===== config.mk =====
export PLATFORM = sky130hd
export DESIGN_NAME = observer_state_feedback_regulator
export DESIGN_NICKNAME = d
export VERILOG_FILES = /design/src/design/osfr_pkg.sv /design/src/design/osfr_cfg.sv /design/src/design/osfr_dp.sv /design/src/design/osfr_ctrl.sv /design/src/design/observer_state_feedback_regulator.sv
export SDC_FILE = /design/constraint.sdc
export NUM_CORES = 2
export LEC_CHECK = 0
export BUFFER_PORTS_ARGS = -buffer_cell sky130_fd_sc_hd__buf_2
export CORE_MARGIN = 1
export CORE_UTILIZATION = 65
export DETAILED_ROUTE_END_ITERATION = 16
export PLACE_DENSITY = 0.88
export SLEW_MARGIN = 20
export SYNTH_ARGS = -nofsm -noshare
export SYNTH_HDL_FRONTEND = slang
export SYNTH_SLANG_ARGS = --single-unit

===== constraint.sdc =====
create_clock -name clk -period 11.7 [get_ports clk]
set_clock_uncertainty 0.05 [all_clocks]
set_input_delay 1.17 -clock clk [delete_from_list [all_inputs] [get_ports clk]]
set_output_delay 1.17 -clock clk [all_outputs]
set_load 0.02 [all_outputs]

===== src/design/osfr_pkg.sv =====
`timescale 1ns / 1ps
// Shared types, command codes and fixed-point constants for the observer
// state-feedback regulator. No dependencies.
package osfr_pkg;

  // Internal Q16 value widths
  localparam int Q_W    = 21;  // converted samples, angles, estimates, drive
  localparam int X1_W   = 27;  // motor speed
  localparam int RND_W  = 49;  // rounded product
  localparam int ACC_W  = 50;  // feedback / memory accumulator
  localparam int PROD_W = 64;

  // Configuration port
  localparam int CFG_ADDR_W = 5;
  localparam int REG_IDX_W  = 3;

  localparam logic [REG_IDX_W-1:0] REG_GEV = 3'd0;
  localparam logic [REG_IDX_W-1:0] REG_GEI = 3'd1;
  localparam logic [REG_IDX_W-1:0] REG_GAA = 3'd2;
  localparam logic [REG_IDX_W-1:0] REG_GMS = 3'd3;
  localparam logic [REG_IDX_W-1:0] REG_OBS = 3'd4;
  localparam logic [REG_IDX_W-1:0] REG_MWV = 3'd5;
  localparam logic [REG_IDX_W-1:0] REG_MWS = 3'd6;
  localparam logic [REG_IDX_W-1:0] REG_MWA = 3'd7;

  localparam logic signed [31:0] RST_GEV = 32'sd85662610;
  localparam logic signed [31:0] RST_GEI = 32'sd21864356;
  localparam logic signed [31:0] RST_GAA = 32'sd4182494;
  localparam logic signed [31:0] RST_GMS = 32'sd11890;
  localparam logic signed [31:0] RST_OBS = 32'sd732919;
  localparam logic signed [31:0] RST_MWV = -32'sd712177;
  localparam logic signed [31:0] RST_MWS = 32'sd47486;
  localparam logic signed [31:0] RST_MWA = 32'sd1412;

  // Conversion constants, Q24 scales and Q16 offsets
  localparam logic signed [31:0] C_TACHO      = 32'sd585633890;
  localparam logic signed [31:0] C_STICK_ZERO = 32'sd43257;
  localparam logic signed [31:0] C_ARM_ZERO   = 32'sd96402;
  localparam logic signed [31:0] C_STICK_SCL  = 32'sd12305501;
  localparam logic signed [31:0] C_ARM_SCL    = 32'sd11433673;
  localparam logic signed [31:0] C_INV_EST    = 32'sd2613705;
  localparam logic signed [31:0] C_ARM_WGT    = 32'sd24106846;

  // Q16 limits
  localparam logic signed [Q_W-1:0] DEAD_ZONE       = 21'sd104858;
  localparam logic signed [Q_W-1:0] DEAD_ZONE_NEG   = -21'sd104858;
  localparam logic signed [Q_W-1:0] DRIVE_LIMIT     = 21'sd327680;
  localparam logic signed [Q_W-1:0] DRIVE_LIMIT_NEG = -21'sd327680;
  localparam logic signed [Q_W-1:0] ARM_LIMIT       = 21'sd117965;
  localparam logic signed [Q_W-1:0] ARM_LIMIT_NEG   = -21'sd117965;

  typedef struct packed {
    logic signed [31:0] gev;
    logic signed [31:0] gei;
    logic signed [31:0] gaa;
    logic signed [31:0] gms;
    logic signed [31:0] obs;
    logic signed [31:0] mwv;
    logic signed [31:0] mws;
    logic signed [31:0] mwa;
  } gains_t;

  // Multiplier operand pair
  typedef enum logic [3:0] {
    MUL_NONE, MUL_TACHO, MUL_ARM, MUL_STICK, MUL_ARMW, MUL_INV, MUL_OBS,
    MUL_GEV, MUL_GEI, MUL_GAA, MUL_GMS, MUL_MWV, MUL_MWS, MUL_MWA
  } mul_sel_t;

  // Where the rounded product goes
  typedef enum logic [3:0] {
    AP_NONE, AP_X1, AP_ARM, AP_EST_SET, AP_EST_ADD, AP_X1E, AP_X2E,
    AP_ACC_SET, AP_ACC_ADD
  } apply_t;

  typedef enum logic [1:0] {
    DRV_HOLD, DRV_CALC, DRV_ZERO
  } drive_op_t;

  typedef struct packed {
    logic      load;
    mul_sel_t  mul;
    apply_t    apply;
    drive_op_t drive;
    logic      mem_wr;
    logic      publish;
  } dp_cmd_t;

  typedef struct packed {
    logic arm_over;
  } dp_status_t;

endpackage


===== src/design/osfr_cfg.sv =====
`timescale 1ns / 1ps
// APB-style register bank holding the eight feedback and observer gains.
// Depends on osfr_pkg.
module osfr_cfg (
  input  logic                               clk,
  input  logic                               rst,
  input  logic                               psel,
  input  logic                               penable,
  input  logic                               pwrite,
  input  logic [osfr_pkg::CFG_ADDR_W-1:0]    paddr,
  input  logic [31:0]                        pwdata,
  output logic [31:0]                        prdata,
  output logic                               pready,
  output osfr_pkg::gains_t                   gains
);
  import osfr_pkg::*;

  logic [REG_IDX_W-1:0] idx;
  logic                 wr_en;

  assign pready = 1'b1;
  assign idx    = paddr[CFG_ADDR_W-1:2];
  assign wr_en  = psel && penable && pwrite;

  // register writes
  always_ff @(posedge clk) begin
    if (rst) begin
      gains.gev <= RST_GEV;
      gains.gei <= RST_GEI;
      gains.gaa <= RST_GAA;
      gains.gms <= RST_GMS;
      gains.obs <= RST_OBS;
      gains.mwv <= RST_MWV;
      gains.mws <= RST_MWS;
      gains.mwa <= RST_MWA;
    end else if (wr_en) begin
      unique case (idx)
        REG_GEV: gains.gev <= pwdata;
        REG_GEI: gains.gei <= pwdata;
        REG_GAA: gains.gaa <= pwdata;
        REG_GMS: gains.gms <= pwdata;
        REG_OBS: gains.obs <= pwdata;
        REG_MWV: gains.mwv <= pwdata;
        REG_MWS: gains.mws <= pwdata;
        REG_MWA: gains.mwa <= pwdata;
      endcase
    end
  end

  // read mux
  always_comb begin
    unique case (idx)
      REG_GEV: prdata = gains.gev;
      REG_GEI: prdata = gains.gei;
      REG_GAA: prdata = gains.gaa;
      REG_GMS: prdata = gains.gms;
      REG_OBS: prdata = gains.obs;
      REG_MWV: prdata = gains.mwv;
      REG_MWS: prdata = gains.mws;
      REG_MWA: prdata = gains.mwa;
    endcase
  end

endmodule


===== src/design/osfr_dp.sv =====
`timescale 1ns / 1ps
// Datapath: sample conversion, one shared 32x32 multiplier with rounding,
// state registers, observer memory, drive shaping. Depends on osfr_pkg.
module osfr_dp #(
  parameter int SAMPLE_BITS = 16
) (
  input  logic                          clk,
  input  logic                          rst,
  input  osfr_pkg::dp_cmd_t             cmd,
  output osfr_pkg::dp_status_t          status,
  input  osfr_pkg::gains_t              gains,
  input  logic signed [SAMPLE_BITS-1:0] tacho_volts,
  input  logic signed [SAMPLE_BITS-1:0] arm_volts,
  input  logic signed [SAMPLE_BITS-1:0] stick_volts,
  output logic signed [SAMPLE_BITS-1:0] drive_volts
);
  import osfr_pkg::*;

  localparam int FRAC_BITS = SAMPLE_BITS - 4;

  localparam logic signed [ACC_W-1:0] KNEE_POS = ACC_W'(222822);
  localparam logic signed [ACC_W-1:0] KNEE_NEG = -ACC_W'(222822);

  logic signed [SAMPLE_BITS-1:0] raw [3];
  logic signed [Q_W-1:0]         q16 [3];

  logic signed [Q_W-1:0]    vt, va, vs;
  logic signed [X1_W-1:0]   x1;
  logic signed [Q_W-1:0]    arm, est, x1e;
  logic signed [31:0]       x2e, mem;
  logic signed [ACC_W-1:0]  acc;
  logic signed [31:0]       a_op, b_op;
  logic signed [PROD_W-1:0] prod;
  logic signed [RND_W-1:0]  r24, r16;
  logic signed [ACC_W-1:0]  x2e_sum;
  logic signed [Q_W-1:0]    acc_lo, u_calc, drive_work;
  logic signed [SAMPLE_BITS-1:0] drive_conv;

  // clamp to 32-bit signed
  function automatic logic signed [31:0] sat32(input logic signed [ACC_W-1:0] x);
    logic fits;
    fits = (x[ACC_W-1:31] == {(ACC_W-31){x[31]}});
    if (fits)
      sat32 = x[31:0];
    else if (x[ACC_W-1])
      sat32 = 32'sh8000_0000;
    else
      sat32 = 32'sh7fff_ffff;
  endfunction

  // sample format to Q16
  assign raw[0] = tacho_volts;
  assign raw[1] = arm_volts;
  assign raw[2] = stick_volts;

  for (genvar i = 0; i < 3; i++) begin : g_in
    if (FRAC_BITS <= 16) begin : g_up
      assign q16[i] = Q_W'(raw[i]) <<< (16 - FRAC_BITS);
    end else begin : g_dn
      localparam int K = FRAC_BITS - 16;
      assign q16[i] = Q_W'(raw[i] >>> K) + Q_W'({1'b0, raw[i][K-1]});
    end
  end

  always_ff @(posedge clk) begin
    if (cmd.load) begin
      vt <= q16[0];
      va <= q16[1];
      vs <= q16[2];
    end
  end

  // multiplier operand select
  always_comb begin
    unique case (cmd.mul)
      MUL_TACHO: begin a_op = C_TACHO;     b_op = 32'(vt);                    end
      MUL_ARM:   begin a_op = C_ARM_SCL;   b_op = 32'(va) - C_ARM_ZERO;       end
      MUL_STICK: begin a_op = C_STICK_SCL; b_op = 32'(vs) - C_STICK_ZERO;     end
      MUL_ARMW:  begin a_op = C_ARM_WGT;   b_op = 32'(arm);                   end
      MUL_INV:   begin a_op = C_INV_EST;   b_op = 32'(est);                   end
      MUL_OBS:   begin a_op = gains.obs;   b_op = 32'(x1e);                   end
      MUL_GEV:   begin a_op = gains.gev;   b_op = 32'(x1e);                   end
      MUL_GEI:   begin a_op = gains.gei;   b_op = x2e;                        end
      MUL_GAA:   begin a_op = gains.gaa;   b_op = 32'(arm);                   end
      MUL_GMS:   begin a_op = gains.gms;   b_op = 32'(x1);                    end
      MUL_MWV:   begin a_op = gains.mwv;   b_op = 32'(x1e);                   end
      MUL_MWS:   begin a_op = gains.mws;   b_op = x2e;                        end
      MUL_MWA:   begin a_op = gains.mwa;   b_op = 32'(arm);                   end
      default:   begin a_op = '0;          b_op = '0;                         end
    endcase
  end

  // shared multiplier, registered
  always_ff @(posedge clk) begin
    if (cmd.mul != MUL_NONE)
      prod <= a_op * b_op;
  end

  // round half up: floor shift plus the last bit shifted out
  assign r24 = RND_W'(prod >>> 24) + RND_W'({1'b0, prod[23]});
  assign r16 = RND_W'(prod >>> 16) + RND_W'({1'b0, prod[15]});
  assign x2e_sum = ACC_W'(mem) + ACC_W'(r16);

  // write back of the rounded product
  always_ff @(posedge clk) begin
    unique case (cmd.apply)
      AP_X1:      x1  <= X1_W'(-r24);
      AP_ARM:     arm <= Q_W'(r24);
      AP_EST_SET: est <= Q_W'(r24);
      AP_EST_ADD: est <= est + Q_W'(r24);
      AP_X1E:     x1e <= Q_W'(-r24);
      AP_X2E:     x2e <= sat32(x2e_sum);
      AP_ACC_SET: acc <= ACC_W'(r16);
      AP_ACC_ADD: acc <= acc + ACC_W'(r16);
      default: ;
    endcase
  end

  // observer memory
  always_ff @(posedge clk) begin
    if (rst)
      mem <= '0;
    else if (cmd.mem_wr)
      mem <= sat32(acc);
  end

  assign status.arm_over = (arm > ARM_LIMIT) || (arm < ARM_LIMIT_NEG);

  // drive = -acc with dead-zone step and clamp, decided on acc directly
  assign acc_lo = Q_W'(acc);

  always_comb begin
    priority if (acc == '0)
      u_calc = '0;
    else if (acc < KNEE_NEG)
      u_calc = DRIVE_LIMIT;
    else if (acc[ACC_W-1])
      u_calc = DEAD_ZONE - acc_lo;
    else if (acc > KNEE_POS)
      u_calc = DRIVE_LIMIT_NEG;
    else
      u_calc = DEAD_ZONE_NEG - acc_lo;
  end

  always_ff @(posedge clk) begin
    unique case (cmd.drive)
      DRV_CALC: drive_work <= u_calc;
      DRV_ZERO: drive_work <= '0;
      default: ;
    endcase
  end

  // Q16 back to sample format
  if (FRAC_BITS >= 16) begin : g_out_up
    assign drive_conv = SAMPLE_BITS'(drive_work) <<< (FRAC_BITS - 16);
  end else begin : g_out_dn
    localparam int K2 = 16 - FRAC_BITS;
    assign drive_conv = SAMPLE_BITS'(drive_work >>> K2)
                      + SAMPLE_BITS'({1'b0, drive_work[K2-1]});
  end

  // output register
  always_ff @(posedge clk) begin
    if (cmd.publish)
      drive_volts <= drive_conv;
  end

  a_mem_hold: assert property (@(posedge clk) disable iff (rst)
    !cmd.mem_wr |=> $stable(mem))
    else $error("observer memory changed without a write command");

  a_drive_range: assert property (@(posedge clk) disable iff (rst)
    (cmd.drive == DRV_CALC) |=>
      (drive_work <= DRIVE_LIMIT) && (drive_work >= DRIVE_LIMIT_NEG))
    else $error("shaped drive outside the clamp range");

endmodule


===== src/design/osfr_ctrl.sv =====
`timescale 1ns / 1ps
// Controller: sequences the shared multiplier through the product list,
// owns the handshakes and the emergency-stop latch. Depends on osfr_pkg.
module osfr_ctrl (
  input  logic                 clk,
  input  logic                 rst,
  input  logic                 in_valid,
  output logic                 in_stall,
  output logic                 out_valid,
  input  logic                 out_stall,
  output logic                 emergency_stop,
  output osfr_pkg::dp_cmd_t    cmd,
  input  osfr_pkg::dp_status_t status
);
  import osfr_pkg::*;

  localparam logic [1:0] ST_IDLE = 2'd0;
  localparam logic [1:0] ST_RUN  = 2'd1;
  localparam logic [1:0] ST_DONE = 2'd2;

  localparam logic [4:0] LAST_STEP  = 5'd16;
  localparam logic [4:0] CHECK_STEP = 5'd3;

  logic [1:0] state, state_next;
  logic [4:0] step, step_next;
  logic       halted, halted_next;
  logic       out_valid_next, stop_next;
  logic       accept, slot_free;

  assign in_stall  = (state != ST_IDLE);
  assign accept    = in_valid && !in_stall;
  assign slot_free = !out_valid || !out_stall;

  // next state and datapath commands
  always_comb begin
    state_next     = state;
    step_next      = step;
    halted_next    = halted;
    out_valid_next = out_valid && out_stall;
    stop_next      = emergency_stop;
    cmd            = '{load: 1'b0, mul: MUL_NONE, apply: AP_NONE,
                       drive: DRV_HOLD, mem_wr: 1'b0, publish: 1'b0};

    unique case (state)
      ST_IDLE: begin
        if (accept) begin
          cmd.load   = 1'b1;
          state_next = ST_RUN;
          step_next  = '0;
        end
      end

      ST_RUN: begin
        step_next = step + 5'd1;
        if (step == LAST_STEP)
          state_next = ST_DONE;
        // product issued in one step lands in the next
        unique case (step)
          5'd0:  cmd.mul = MUL_TACHO;
          5'd1:  begin cmd.apply = AP_X1;  cmd.mul = MUL_ARM; end
          5'd2:  begin cmd.apply = AP_ARM; cmd.mul = MUL_STICK; end
          CHECK_STEP: begin
            if (halted || status.arm_over) begin
              halted_next = 1'b1;
              cmd.drive   = DRV_ZERO;
              state_next  = ST_DONE;
            end else begin
              cmd.apply = AP_EST_SET;
              cmd.mul   = MUL_ARMW;
            end
          end
          5'd4:  cmd.apply = AP_EST_ADD;
          5'd5:  cmd.mul   = MUL_INV;
          5'd6:  cmd.apply = AP_X1E;
          5'd7:  cmd.mul   = MUL_OBS;
          5'd8:  begin cmd.apply = AP_X2E;     cmd.mul = MUL_GEV; end
          5'd9:  begin cmd.apply = AP_ACC_SET; cmd.mul = MUL_GEI; end
          5'd10: begin cmd.apply = AP_ACC_ADD; cmd.mul = MUL_GAA; end
          5'd11: begin cmd.apply = AP_ACC_ADD; cmd.mul = MUL_GMS; end
          5'd12: begin cmd.apply = AP_ACC_ADD; cmd.mul = MUL_MWV; end
          5'd13: begin
            cmd.drive = DRV_CALC;
            cmd.apply = AP_ACC_SET;
            cmd.mul   = MUL_MWS;
          end
          5'd14: begin cmd.apply = AP_ACC_ADD; cmd.mul = MUL_MWA; end
          5'd15: cmd.apply  = AP_ACC_ADD;
          5'd16: cmd.mem_wr = 1'b1;
          default: ;
        endcase
      end

      ST_DONE: begin
        if (slot_free) begin
          cmd.publish    = 1'b1;
          out_valid_next = 1'b1;
          stop_next      = halted;
          state_next     = ST_IDLE;
        end
      end

      default: state_next = ST_IDLE;
    endcase
  end

  // control registers
  always_ff @(posedge clk) begin
    if (rst) begin
      state          <= ST_IDLE;
      step           <= '0;
      halted         <= 1'b0;
      out_valid      <= 1'b0;
      emergency_stop <= 1'b0;
    end else begin
      state          <= state_next;
      step           <= step_next;
      halted         <= halted_next;
      out_valid      <= out_valid_next;
      emergency_stop <= stop_next;
    end
  end

  a_halt_latched: assert property (@(posedge clk) disable iff (rst)
    halted |=> halted)
    else $error("emergency stop latch released without reset");

  a_step_bound: assert property (@(posedge clk) disable iff (rst)
    (state == ST_RUN) |-> (step <= LAST_STEP))
    else $error("sequencer step past the end of the product list");

  a_mem_only_running: assert property (@(posedge clk) disable iff (rst)
    cmd.mem_wr |-> !halted && (state == ST_RUN))
    else $error("observer memory written while stopped");

endmodule


===== src/design/observer_state_feedback_regulator.sv =====
`timescale 1ns / 1ps
// Observer state-feedback regulator, top level. Depends on osfr_pkg,
// osfr_cfg, osfr_dp and osfr_ctrl.
// The input beat is taken only while idle; the result is offered once the
// sequence ends, or early at the arm check once the emergency stop is latched
// or trips on that beat. A new beat is not taken until the result is offered,
// as the single shared 32x32 multiplier works through 13 products in sequence.
// Reset (synchronous): gains to defaults, observer memory 0, stop cleared.
module observer_state_feedback_regulator #(
  parameter int SAMPLE_BITS = 16
) (
  input  logic                                clk,
  input  logic                                rst,
  // sample channel
  input  logic                                in_valid,
  output logic                                in_stall,
  input  logic signed [SAMPLE_BITS-1:0]       tacho_volts,
  input  logic signed [SAMPLE_BITS-1:0]       arm_volts,
  input  logic signed [SAMPLE_BITS-1:0]       stick_volts,
  // drive channel
  output logic                                out_valid,
  input  logic                                out_stall,
  output logic signed [SAMPLE_BITS-1:0]       drive_volts,
  output logic                                emergency_stop,
  // configuration
  input  logic                                psel,
  input  logic                                penable,
  input  logic                                pwrite,
  input  logic [osfr_pkg::CFG_ADDR_W-1:0]     paddr,
  input  logic [31:0]                         pwdata,
  output logic [31:0]                         prdata,
  output logic                                pready
);
  import osfr_pkg::*;

  gains_t     gains;
  dp_cmd_t    cmd;
  dp_status_t status;

  osfr_cfg u_cfg (
    .clk     (clk),
    .rst     (rst),
    .psel    (psel),
    .penable (penable),
    .pwrite  (pwrite),
    .paddr   (paddr),
    .pwdata  (pwdata),
    .prdata  (prdata),
    .pready  (pready),
    .gains   (gains)
  );

  osfr_dp #(
    .SAMPLE_BITS (SAMPLE_BITS)
  ) u_dp (
    .clk         (clk),
    .rst         (rst),
    .cmd         (cmd),
    .status      (status),
    .gains       (gains),
    .tacho_volts (tacho_volts),
    .arm_volts   (arm_volts),
    .stick_volts (stick_volts),
    .drive_volts (drive_volts)
  );

  osfr_ctrl u_ctrl (
    .clk            (clk),
    .rst            (rst),
    .in_valid       (in_valid),
    .in_stall       (in_stall),
    .out_valid      (out_valid),
    .out_stall      (out_stall),
    .emergency_stop (emergency_stop),
    .cmd            (cmd),
    .status         (status)
  );

  a_stop_zero_drive: assert property (@(posedge clk) disable iff (rst)
    out_valid && emergency_stop |-> (drive_volts == '0))
    else $error("drive nonzero on a stopped beat");

endmodule

; ---- After elaboration in Yosys (flattened, before gate mapping)
; Index checks and enable logic that the tools add are counted.
[op_classes]
addsub = 12
n_mul = 1
magnitude_cmp = 4
eq_ne = 52
mux = 35
n_reduce_logical = 37
[ops]
columns = op, count
row1 = one-hot mux 32 bit (8 select lines), 2
row2 = one-hot mux 32 bit (13 select lines), 1
row3 = two-way mux 32 bit, 4
row4 = one-hot mux 50 bit (2 select lines), 1
row5 = two-way mux 20 bit, 4
row6 = multiplier 32 x 32 -> 64 bit, 1
row7 = one-hot mux 4 bit (13 select lines), 1
row8 = adder 32 x 49 -> 50 bit, 1
row9 = adder 50 x 49 -> 50 bit, 1
row10 = greater-than comparator 50 x 19 -> 1 bit (second input constant), 1
row11 = logical NOT 50 bit, 1
row12 = less-than comparator 50 x 19 -> 1 bit (second input constant), 1
row13 = adder 48 x 2 -> 49 bit, 1
row14 = one-hot mux 21 bit (2 select lines), 1
row15 = == test 5 x 4 -> 1 bit (second input constant), 8
row16 = one-hot mux 20 bit (2 select lines), 1
row17 = subtractor 18 x 20 -> 20 bit (first input constant), 2
row18 = == test 18 bit, 2
row19 = == test 4 x 3 -> 1 bit (second input constant), 8
row20 = one-hot mux 4 bit (8 select lines), 1
row21 = == test 4 bit (second input constant), 7
row22 = adder 27 x 2 -> 27 bit, 1
row23 = negation 27 bit, 1
row24 = AND reduction 2 bit, 11
row25 = 39 further kinds, 78
[word_totals]
ff_bits = 618
inputBits = 92
elab_cells = 167

; ---- Depth between registers and ports, before layout
[logic_depth]
word_depth = 10
depth_mapped = 49
ltp_nobuf = 43

; ---- Modules after synthesis
; Synthesis repeated with hierarchy kept, for this count alone.
[unflattened]
hier_cells = 8102
area_unflattened_um2 = 71675.0
[by_module_without_submodules]
columns = mod, instances, cells_each, area_each_um2, seq_area_each_um2
row1 = osfr_dp, 1, 6530, 59363.2, 9709.3
row2 = osfr_cfg, 1, 1454, 11442.2, 5124.9
row3 = osfr_ctrl, 1, 118, 869.6, 200.2

; ---- Worst setup path after synthesis
; Ideal clock, no wire load.
[synth_timing]
path_kind = reg-to-reg
from = reg u_ctrl.step[0]
to = reg u_dp.prod[42] (data pin)
setup_time_ps = 266
t_arrival_ps = 10260
setup_slack_ps = 1124
stages_incl_launch_ff = 44
cell_sequence = dfxtp_1 > inv_1 > ha_1 > nor2b_1 > a32o_1 > nor2_1 > clkbuf_1 > nand2_1 > and2_1 > clkbuf_1 > buf_1 > a222oi_1 > nand3_1 > a211oi_1 > clkbuf_1 > nor2_1 > fa_1 > fa_1 > [8 not listed] > ha_1 > clkbuf_1 > a21o_1 > a21o_1 > a21oi_1 > o21a_1 > o21ai_0 > a21oi_1 > nor2b_1 > o211ai_1 > nand2_1 > a21o_1 > a21oi_1 > o41a_1 > o21ai_2 > a21oi_2 > o31ai_2 > xor2_1
[synth_between]
elab_chain_cells = 7
word_cells_on_any_way = 34
cone_classes = mul: 1 / eq/ne: 25 / mux: 4 / reduce/logical: 4
[synth_lines]
columns = element, line_no
row1 = from (decl), osfr_ctrl.sv:25  ; logic [4:0] step, step_next;
row2 = from (signal assigned), osfr_ctrl.sv:116  ; step <= step_next;
row3 = "== test 5 x 4 -> 1 bit, or another cell as far along", osfr_ctrl.sv:58  ; unique case (step)
row4 = one-hot mux 4 bit (13 select lines) (*), osfr_ctrl.sv:58
row5 = two-way mux 11 bit (*), osfr_ctrl.sv:44  ; unique case (state)
row6 = == test 4 x 3 -> 1 bit or == test 4 bit (tied branches), osfr_dp.sv:75  ; unique case (cmd.mul)
row7 = OR reduction 3 bit (no line) or OR reduction 2 bit (tied branches), n/a
row8 = one-hot mux 32 bit (8 select lines), osfr_dp.sv:75
row9 = multiplier 32 x 32 -> 64 bit (*), osfr_dp.sv:96  ; prod <= a_op * b_op;
row10 = to (signal assigned), osfr_dp.sv:96
row11 = to (decl), osfr_dp.sv:33  ; logic signed [PROD_W-1:0] prod;
; Mark *: on every way between the ends. The rest lies on a longest branch, timed or not.
; A chain may end at the register's enable or synchronous reset.

; ---- Worst setup path after layout
[layout_timing]
from = reg u_ctrl.step[0]
to = reg u_dp.prod[60] (data pin)
; The elaborated chain is that of the path after synthesis.

==> run summary <==
The die boundary width was 331 um; the synthesized flop and latch total was 600. For this run, the number of standard cells in the final layout without fillers is 9,385. In the final layout, the multi-input gates occupy 0.0497 mm^2.

After synthesis the cells add up to 0.0703 mm^2. Setup violations remaining at the end of the flow were counted as 0. The flow ran to the end, and the final reports show no timing, DRC or antenna violations. For the portion of the post-synthesis area used by sequential elements, the log shows 21.4%. The net total in the final layout came out at 9,411.

In the synthesized netlist the dominant register cell turns out to be edfxtp_1. The wire length per cell is 24.3 um. The HPWL after detailed placement is 173 mm. The top cell type's share of synthesized area came out at 30.9%.

By count the netlist is led by nand2_1, inv_1, fa_1. Across every metal layer, demand over resource in global routing totals 42.6%. The most prevalent standard cell on the critical path is fa_1.

Counting along the longest clock path gives a buffer depth of 3. Counting the fill cells in the layout gives 7,539. The routability-driven placement congestion ratio came out at 1.06. For the pin with the worst max-slew slack, the measured transition is 1190 ps.

Entering global routing, the biggest net connects 120 pins. Final hold analysis gives a worst-case slack of 420 ps. Yosys mapped a number of flops with a built-in enable equal to 302. The startpoint class of the critical path was a register.

For flop-to-flop paths, the worst setup slack is 230 ps. After floorplanning, the core was divided into 120 placement rows. The net switching power of the design is 2.25 mW, and the synthesized area per cell is 8.91 um^2. The tools report the fraction of power consumed by sequential logic as 36.1%.

In this run the worst setup path begins at u_ctrl.step[0]$_SDFFE_PP0P_. The clock drives 600 sinks. The slowest library cell on the worst path was fa_1. Summing all non-filler instances in the final layout gives an area of 0.0761 mm^2. In the routed layout, each cell is associated on average with a via count of 6.50. For this design the top-level I/O count stands at 144. In this run the static leakage power is 34.1 nW. During synthesis, Yosys emitted a total of 0 warnings. The class of the worst hold path is register to register.

fa_1 takes more of the synthesized area than any other cell. The worst setup path is captured at a register. The number of antenna violations at the first check in global routing was 7. The share of synthesized area spent on multiplexers is 1.60%, and the worst relative slew slack is 20.9%.

The number of placed instances with taps included was 9,240; the power density relative to cell area was 85.2 mW/mm^2. Buffers inserted during clock tree synthesis total 66. For the worst flop-to-flop path, the logic depth is 40. The H-tree was split into 3 levels. The final max-slew violation count was 0. The kind of critical path is register to register. Counting every net in the synthesized netlist gives 9,371. Of all nets on the critical path, the largest fanout is 21.

By instance count, the leading cell after synthesis is nand2_1. The sequential cell area came out at 0.0150 mm^2. Derived from the worst setup path, the maximum achievable clock frequency is 87.2 MHz. Of the available clock period, the critical path in the final layout requires 98.0%.

The delay contributed by the slowest stage of the critical path is 620 ps, and the remaining number of nets flagged by the antenna check after routing is 0. Adder and majority gate portion of the synthesized area: 36.5%. At the worst endpoint, the required time is 12,050 ps. The net switching share of the total power is 34.7%. The tree is rooted in a clkbuf_16. VDD sags by at most 0.101 mV. Endpoint of the lowest-slack register-to-register path: u_dp.prod[60]$_DFFE_PP_. For this block, the initial DRC count from the detailed router was 8,820.

The internal power of the cells totals 4.23 mW. The area of placed instances came out at 0.0735 mm^2. The fraction of power consumed by combinational cells was 29.8%. The post-route setup TNS was 0 ps.

Combinational family with the most area after synthesis: adder cells. The detailed-route via count is 60,992, and the routed wire length is 228 mm. Initial core utilization: 65.6%.

The count of different cell masters after synthesis was 94. After technology mapping, the gate count stands at 7,882. The fraction of synthesized cell area in xor and xnor cells is 3.95%. Summing the areas of all compound-gate instances in the mapped netlist gives 11.5% of the synthesized area. The clock slew at the register clock pins of the worst setup and hold paths is 60 ps, and the length of the first detailed-routing pass in iterations is 15. The shortest period the worst path allows is 11,470 ps, and the fraction of power consumed by the clock network is 34.1%.

TritonCTS built the clock tree. The tools report the number of hold violations in the final report as 0. The cts-stage hold buffer count was 0. The share of final-layout standard cells stronger than drive strength 1 is 8.87%, and the final global-route overflow total is 0. The floorplan step defined a die boundary enclosing 0.109 mm^2. For the worst setup path, the data arrival time is 11,820 ps.

In this run the vertical extent of the chip is 331 um. The run gives 354 mm as the global-route wire length before repair. Of all flip-flops after synthesis, the portion carrying an async set or reset was 0%.

Count of buffers from port buffering: 140. The tools report the final routed DRC violation total as 0. The number of global-route vias before repair was 62,602. Across the run, the number of max-cap violations was 0.

The startpoint identified for the worst register-to-register timing path is u_ctrl.step[0]$_SDFFE_PP0P_. For the share of the core filled with cells in the final layout, the log shows 71.1%. Ranked by total cell area, the synthesized netlist is headed by fa_1, edfxtp_1, dfxtp_1, nand2_1, inv_1. The simple-gate portion of the synthesized area is 16.5%. For the core box area, the log shows 0.107 mm^2. For the later-pin clock latency in the skew report, the log shows 660 ps. The end point of the critical path was u_dp.prod[60]$_DFFE_PP_. The tools report the startpoint of the most critical hold path as u_cfg.gains[31]$_SDFFE_PP0P_. From synthesis to final layout, the design area changed by 8.33%.
[stage by stage]
step	power [mW]	setup WS, ps
5_1_grt	6.67	-9.37
6_report	6.49	230
2_1_floorplan	3.53	1120
3_3_place_gp	4.15	394
4_1_cts	6.39	228
3_5_place_dp	4.19	184
[final cells by class]
cell class                 count  share of cell area [%]
clock inverter                29                   0.482
antenna                        9                  0.0296
tap                         1403                    2.31
inverter                    1135                    5.60
sequential                   600                    19.8
clock buffer                  90                    2.50
multi-input combinational   5693                    65.2
timing repair buffer         426                    4.09
[power groups by stage]
stage,sequential [mW],combinational (mW),clock [mW]
4_1_cts,2.34,1.85,2.20
3_5_place_dp,2.38,1.81,0
3_3_place_gp,2.38,1.77,0
2_1_floorplan,2.36,1.17,0
5_1_grt,2.34,2.05,2.28
6_report,2.34,1.93,2.21
[cells in the final DEF, fill, tap and decap left out, types with 36 or more instances in the layout]
cell and n:
nand3b_1 94, nand2_1 1268, a22oi_1 51, buf_4 262, inv_1 1132, and3_1 37, ha_1 312, xor2_1 115
xnor2_1 202, nand4_1 63, o21bai_1 39, nand3_1 119, a311oi_1 36, nand2b_1 53, fa_1 1084, and2_1 37
a222oi_1 61, edfxtp_1 302, buf_2 139, a221oi_1 49, a21oi_1 365, nor3_1 53, clkbuf_16 69, dfxtp_1 298
a21o_1 95, nor2_1 775, o21ai_0 194, mux2i_1 59
[cell families (layout without fill, tap and decap cells)]
logic type / after synthesis / in the layout
AO/OA/AOI/OAI: 1200 / 1200
AND/OR/NAND/NOR: 2679 / 2679
buffers and inverters: 1589 / 1680
multiplexers: 99 / 99
XOR/XNOR: 317 / 317
adder cells (fa/ha/maj): 1397 / 1397
other: 1 / 10
flip-flops: 600 / 600
[worst min-delay path by stage]
stage	endpoint	slack, ps	cells after the start
floorplan	u_cfg.gains[1]$_SDFFE_PP0P_	390	2
global placement	u_cfg.gains[63]$_SDFFE_PP0P_	400	2
finish	u_cfg.gains[31]$_SDFFE_PP0P_	420	2
detailed placement	u_cfg.gains[3]$_SDFFE_PP0P_	410	2
CTS	u_cfg.gains[31]$_SDFFE_PP0P_	420	2
global route	u_cfg.gains[222]$_SDFFE_PP0P_	440	2
[state kept, by name, summed over array words and instances (netlist names), 16 cells and up]
signal,cells
u_cfg.gains,256
u_dp.acc,50
u_dp.arm,21
u_dp.drive_volts,16
u_dp.drive_work,17
u_dp.est,21
u_dp.mem,32
u_dp.prod,49
u_dp.va,16
u_dp.vs,16
u_dp.vt,16
u_dp.x1,27
u_dp.x1e,21
u_dp.x2e,32
[timing repair]
item                                   CTS  global route
setup endpoints to repair                0            26
endpoints found under the hold margin    0             0
gates resized for setup                  0            41
buffers inserted                         0            16
[worst max-delay path: cells and delay by family (launching register included)]
| kind | cells | cell delay, ps |
|---|---|---|
| AOI/OAI and AO/OA | 11 | 2650 |
| xor gates and xnor gates | 1 | 100 |
| adders and majority gates | 10 | 4760 |
| buffers and inverters | 11 | 1690 |
| DFF | 1 | 440 |
| and+or+nand+nor | 7 | 1510 |
[metal layers]
layer / GRT usage, % / vias to the layer above / part of all wire [%]
li1: - / 25573 / -
met1: 52.0 / 29433 / 33
met2: 64.0 / 4732 / 44
met3: 14.8 / 1254 / 15
met4: 28.2 / 0 / 8.4
met5: 0 / - / 0
(Power assumes the default switching activity.)
